<file path="src/cms_pkg.sv">
package cms_pkg;
	localparam int unsigned MAX_ROWS_DEF = 256;
	localparam int unsigned COLUMNS_DEF = 3;
	localparam int unsigned DATA_W = 32;
	localparam int unsigned CNT_W = 9;
	localparam logic [CNT_W-1:0] SAMPLE_COUNT_RESET = 9'd201;

	// Commands from the controller to the datapath.
	typedef struct packed {
		logic load_row;   // capture the incoming row
		logic cmp_rd;     // present read address for the shift step
		logic shift_wr;   // write shifted word or new value
		logic med_rd;     // present median read address
		logic med_cap_lo; // capture lower middle element
		logic med_cap_hi; // capture upper middle element
		logic med_done;   // result shown; clears medians if count is zero
	} cms_cmd_t;

	typedef struct packed {
		logic stop;       // insertion point found for the current column
	} cms_stat_t;
endpackage

</file>
<file path="src/cms_ctrl.sv">
module cms_ctrl #(
	parameter int unsigned MAX_ROWS = cms_pkg::MAX_ROWS_DEF,
	parameter int unsigned COLUMNS = cms_pkg::COLUMNS_DEF
) (
	input  logic                          clk,
	input  logic                          arst_n,
	input  logic                          in_valid,
	input  logic                          in_last,
	output logic                          in_stall,
	output logic                          out_valid,
	input  logic                          out_stall,
	input  logic [cms_pkg::CNT_W-1:0]     sample_count,
	input  cms_pkg::cms_stat_t            stat,
	output cms_pkg::cms_cmd_t             cmd,
	output logic [$clog2(COLUMNS+1)-1:0]  col,
	output logic [$clog2(MAX_ROWS+1)-1:0] pos,
	output logic [$clog2(MAX_ROWS+1)-1:0] count,
	output logic                          count_error,
	output logic [cms_pkg::CNT_W-1:0]     rows_seen
);
	import cms_pkg::*;
	localparam int unsigned PW = $clog2(MAX_ROWS + 1);
	localparam int unsigned KW = $clog2(COLUMNS + 1);

	typedef enum logic [2:0] {
		S_IDLE, S_RD, S_SHIFT, S_MRD, S_MLO, S_MHI, S_OUT
	} state_t;

	state_t          state_q;
	logic [PW-1:0]   cnt_q, pos_q;
	logic [KW-1:0]   col_q;
	logic            last_q, ovf_q, err_q;
	logic [CNT_W-1:0] seen_q;
	logic            accept;

	assign accept = in_valid && !in_stall;
	assign in_stall = (state_q != S_IDLE);
	assign out_valid = (state_q == S_OUT);
	assign col = col_q;
	assign pos = pos_q;
	assign count = cnt_q;
	assign count_error = err_q;
	assign rows_seen = seen_q;

	always_comb begin
		cmd = '0;
		cmd.load_row = accept;
		cmd.cmp_rd = (state_q == S_RD);
		cmd.shift_wr = (state_q == S_SHIFT);
		cmd.med_rd = (state_q == S_MRD);
		cmd.med_cap_lo = (state_q == S_MLO);
		cmd.med_cap_hi = (state_q == S_MHI);
		cmd.med_done = (state_q == S_OUT);
	end

	always_ff @(posedge clk or negedge arst_n) begin
		if (!arst_n) begin
			state_q <= S_IDLE;
			cnt_q <= '0;
			pos_q <= '0;
			col_q <= '0;
			last_q <= 1'b0;
			ovf_q <= 1'b0;
			err_q <= 1'b0;
			seen_q <= '0;
		end else begin
			case (state_q)
				S_IDLE: begin
					if (accept) begin
						last_q <= in_last;
						col_q <= '0;
						pos_q <= cnt_q;
						if (cnt_q == PW'(MAX_ROWS)) begin
							ovf_q <= 1'b1;
							state_q <= in_last ? S_MRD : S_IDLE;
							pos_q <= (cnt_q >> 1) - PW'(1);
						end else begin
							state_q <= S_RD;
						end
					end
				end
				S_RD: begin
					state_q <= S_SHIFT;
				end
				S_SHIFT: begin
					// The stored word at pos-1 moves up unless it is not above
					// the new value, which then lands at pos.
					if (stat.stop) begin
						if (col_q == KW'(COLUMNS - 1)) begin
							col_q <= '0;
							if (last_q) begin
								state_q <= S_MRD;
								pos_q <= ((cnt_q + PW'(1)) >> 1) - PW'(1);
							end else begin
								state_q <= S_IDLE;
							end
							cnt_q <= cnt_q + PW'(1);
						end else begin
							col_q <= col_q + KW'(1);
							pos_q <= cnt_q;
							state_q <= S_RD;
						end
					end else begin
						pos_q <= pos_q - PW'(1);
						state_q <= S_RD;
					end
				end
				S_MRD: begin
					// pos holds n/2-1 for even n; odd n needs only n/2.
					if (cnt_q[0]) begin
						pos_q <= cnt_q >> 1;
						state_q <= S_MLO;
					end else begin
						pos_q <= cnt_q >> 1;
						state_q <= S_MLO;
					end
				end
				S_MLO: begin
					state_q <= S_MHI;
				end
				S_MHI: begin
					if (col_q == KW'(COLUMNS - 1)) begin
						state_q <= S_OUT;
						seen_q <= CNT_W'(cnt_q);
						err_q <= ovf_q || (CNT_W'(cnt_q) != sample_count);
					end else begin
						col_q <= col_q + KW'(1);
						pos_q <= (cnt_q >> 1) - PW'(1);
						state_q <= S_MRD;
					end
				end
				S_OUT: begin
					if (!out_stall) begin
						state_q <= S_IDLE;
						cnt_q <= '0;
						ovf_q <= 1'b0;
						col_q <= '0;
					end
				end
				default: state_q <= S_IDLE;
			endcase
		end
	end
endmodule

</file>
<file path="config.mk">
export PLATFORM = sky130hd
export DESIGN_NAME = cms_ctrl
export DESIGN_NICKNAME = d
export VERILOG_FILES = /design/src/cms_pkg.sv /design/src/cms_ctrl.sv
export SDC_FILE = /design/constraint.sdc
export NUM_CORES = 1
export LEC_CHECK = 0
export BUFFER_PORTS_ARGS = -buffer_cell sky130_fd_sc_hd__buf_2
export CORE_ASPECT_RATIO = 0.7
export CORE_MARGIN = 1
export CORE_UTILIZATION = 55
export CTS_CLUSTER_SIZE = 12
export DETAILED_ROUTE_END_ITERATION = 10
export PLACE_DENSITY = 0.81
export SYNTH_ARGS = -nofsm -noshare
export SYNTH_HDL_FRONTEND = slang
export SYNTH_SLANG_ARGS = --single-unit
</file>
<file path="constraint.sdc">
create_clock -name clk -period 7.4 [get_ports clk]
set_input_delay 1.48 -clock clk [delete_from_list [all_inputs] [get_ports clk]]
set_output_delay 1.48 -clock clk [all_outputs]
set_load 0.005 [all_outputs]
</file>
Word level (Yosys, flattened, before mapping). Cells that the tools add are included.

Register bits: 35. Latch bits: 0. RAM bits: 0. Memory bits (read-only): 0. Bits of input ports: 15. Output and inout bits: 39. Word-level logic and storage cells: 75. Memories: 0.

Add/subtract/negate cells: 5. $mul: 0. Div/mod/pow operators: 0. Order comparisons: 0. Eq/ne operators: 16. Shift operators: 0. Multiplexer cells: 30. Bitwise operators: 0. Reduce and logical (&&, ||, !) cells: 16.

Operator list (number): two-way mux 9 bit (9); one-hot mux 9 bit (4 select lines) (1); one-hot mux 3 bit (7 select lines) (1); one-hot mux 9 bit (2 select lines) (1); subtractor 8 x 1 -> 9 bit, second input constant (2); two-way mux 2 bit (8); two-way mux 3 bit (5); AND reduction 4 bit (3); inequality test 2 bit, second input constant (5); adder 9 x 1 -> 9 bit, second input constant (1); == test 3 bit, second input constant (3); == test 9 bit, second input constant (1); inequality test 9 bit (1); subtractor 9 x 1 -> 9 bit, second input constant (1); one-hot mux 2 bit (4 select lines) (1); nonzero test 4 bit (2); == test 3 x 2 -> 1 bit, second input constant (2); AND reduction 2 bit (3); AND reduction 5 bit (1); inequality test 4 bit, second input constant (1); nonzero test 2 bit (2); == test 3 x 1 -> 1 bit, second input constant (1); logical NOT 3 bit (1); two-way mux 1 bit (3); 8 further kinds (8).

Depth between registers and ports, before layout.
Depth after elaboration: 6. Mapped depth: 11. Depth with buffers taken out: 10.

Worst setup path before layout. No wires, ideal clock.

Path kind: input port to output port. From: in in_valid. To: out cmd[6] (netlist name). Data arrival time: 1.716 ns. Data required time: 5.920 ns. Slack: 4.204 ns. Stages on the path: 3. Path buffers: 1. Path through: nand2_1 -> inv_1 -> buf_4.

Longest elaborated chain between the ends: 1.

RTL lines: start: declaration (line cms_ctrl.sv:7) `input logic in_valid,`; logical AND 1 bit (line cms_ctrl.sv:36) `assign accept = in_valid && !in_stall;`; end: declaration (line cms_ctrl.sv:14) `output cms_pkg::cms_cmd_t cmd,`.

Every way passes these cells.

==> flow_summary.toml <==
[status]
status = "complete, no violations"

[worst_setup_path]
path_common_cell = "buf_2"
path_depth = 4
crit_path_top_delay_cell = "buf_2"
crit_path_end = "cmd[6]"
crit_family = "buffers and inverters"
crit_start = "in_valid"
cp-end-kind = "output port"
path_cells = "buf_2 > nand2_1 > inv_1 > buf_2"
critPathRequiredTime_ns = 5.92
reg2reg_to = "pos[4]"
rr_startpoint = "count[1]"
critPathMaxFanout = 4
r2r_cells = 9
regToRegSetupSlack_ns = 4.42
max_stage_delay_ns = 0.12
cp_num_buf_inv = 3
start_kind = "input port"
critPathKind = "input port to output port"
arrival_ns = 1.88

[timing]
rsz0062_at_grt = "no"
relSlewSlack_pct = 46.1
fin_ws_ns = 4.04
slew_violations = 0
tns_ns = 0
post-route-period-util_pct = 45.3
finalHoldViolCount = 0
worst_pin_slew_ns = 0.809
period_minus_slack_ns = 3.36
setup_violations = 0
fmax_ghz = 0.298
skew_ns = 0.00675

[clock_network]
clk_latency_ns = 0.30
clk_pin_slew_ns = 0.07
cts_buffers = 5
cts_resized = 0
cts_setup_buffers = 0
cts_tree = "built"
cts_root_buf = "clkbuf_8"
ctsHoldBuffers = 0
clkSinkCount = 35
htreeDepth = 2
clock_path_buffers = 2

[synthesis]
synth_nets = 376
synth.mux.area_fraction_pct = 4.05
synth-adder-area-share_pct = 4.35
synth_cells = 351
seq_area_frac_synth_pct = 30.5
synth_top_family_by_area = "simple AND/OR/NAND/NOR gates"
ys_async_sr_fraction_pct = 100
synth_xor_area_share_pct = 7.01
synth_cell_types = 60
yosysWarnings = 0
ys_ff_latch = 35
syn_area_per_cell_um2 = 8.19
synth_flop_cell = "dfrtp_1"
synth_edf_count = 0
synth_area_mm2 = 0.00287
synth-compound-area-share_pct = 20.8
yosys.area_share.simple_pct = 24.5

[floorplanning]
std_cell_rows = 21
fp.dieH_um = 62.5
start_util_pct = 58.5
ios = 54
core_mm2 = 0.00491
die_w_um = 88.4
dieArea_mm2 = 0.00552

[layout]
multiInputGateArea_mm2 = 0.00174
n_fill_cell = 433
seq_area_um2 = 876
antenna_cells = 0
final_cell_mix = "buf_2, nand2_1, dfrtp_1, o21ai_0, nor2_1"
synthToLayoutAreaGrowth_pct = 9.36
final_layout_size_suffix_gt1_share_pct = 18.7
final_common_cell = "buf_2"
instances_no_fill = 455
nNetsFinal = 410

[routing]
ant_nets = 0
drt-pass1-iter-count = 5
drt_iter0_drc = 397
remaining_drc_errors = 0
drt-total-wl_um = 8010
vias_per_cell = 6.24
wl_per_cell_um = 17.6
vias = 2838

[placement]
pre_cts_slack_ns = 3.90
gp_congestion = 1.02
dp_hpwl_um = 5680
port-buffer-count = 53
dp.cells = 447

[global_routing]
grt_use_total_pct = 31.1
grt_max_degree = 36
grt-ovfl-total = 0
grt_pass1_vias = 2626
grt_pass1_wl_um = 13300
antenna_found_initial = 0

[power]
power_uw = 924
powerDensity_mw_per_mm2 = 294
total_leakage_power_uw = 0.00152
vdd_drop_max_mv = 0.216

[job]
max_cap_viol_count = 0

[hold_path]
hold_path_class = "register to register"
==> worst min path at each step <==
stage	cells after the start	end	from
floorplan	2	ovf_q	ovf_q
global placement	2	rows_seen[2]	rows_seen[2]
detailed placement	2	rows_seen[7]	rows_seen[7]
CTS	2	rows_seen[1]	rows_seen[1]
global route	2	rows_seen[0]	rows_seen[0]
finish	2	rows_seen[1]	rows_seen[1]
==> worst reg2reg max path, cell delays in order (launching register included) <==
cell and delay [ns]:
dfrtp_1 0.65, inv_1 0.25, ha_1 0.41, inv_1 0.12
ha_1 0.17, nand3b_1 0.14, or3_1 0.33, a311oi_1 0.39
o21ai_1 0.14, mux2_2 0.27
==> sequential cells by signal (all words and copies together) (netlist names) <==
name / cells
count: 9
pos: 9
rows_seen: 9
state_q: 3
col: 2
count_error: 1
last_q: 1
ovf_q: 1
==> routing by layer <==
layer	vias up	track usage [%]	routed length, µm
met3	26	7.13	823
met1	1306	46.9	3540
met2	170	43.3	3440
met4	2	9.48	176
li1	1334	-	-
met5	-	5.05	28
==> logic make-up after synthesis <==
logic type                 after synthesis
and+or+nand+nor                        135
AOI/OAI and AO/OA                       92
buffers and inverters                   45
DFF                                     35
xor gates and xnor gates                23
muxes                                   11
adders and majority gates               10
==> report_power, final <==
| group | internal (µW) | switching [µW] |
|---|---|---|
| Combinational | 196 | 261 |
| Sequential | 232 | 77.5 |
| Clock | 85.0 | 72.9 |
| Total | 513 | 411 |
==> cell usage after synthesis, drive strengths merged, types with 4 or more instances <==
cell	number	area [µm²]
o31ai	6	45.0
nand2	37	139
and3	5	32.5
inv	19	71.3
ha	10	125
nand2b	5	31.3
clkbuf	9	57.6
mux2	5	56.3
mux2i	6	60.1
nor3	12	60.1
nor2	22	82.6
o21ai	34	170
nor4	4	25.0
dfrtp	35	876
xor2	8	70.1
a21oi	11	55.1
a31oi	5	31.3
o211ai	4	30.0
nand4	6	37.5
or3	8	50.1
xnor2	15	131
buf	17	125
nor2b	7	43.8
nand3	14	75.1
==> final cells by class <==
type / instances / share of cell area (%)
Multi-Input combinational cell: 271 / 55.5
Sequential cell: 35 / 27.9
Timing Repair Buffer: 53 / 8.44
Clock buffer: 8 / 3.18
Tap cell: 69 / 2.75
Inverter: 19 / 2.27
==> per-stage QoR <==
stage,util (%),instance area [µm²],hold WS (ns)
2_1_floorplan,-,2870,0.470
3_3_place_gp,61.9,3040,0.455
3_5_place_dp,61.9,3040,0.466
4_1_cts,64.0,3140,0.482
5_1_grt,64.0,3140,0.505
6_report,64.0,3140,0.474
Note: power is estimated with default switching activity, not from simulation.
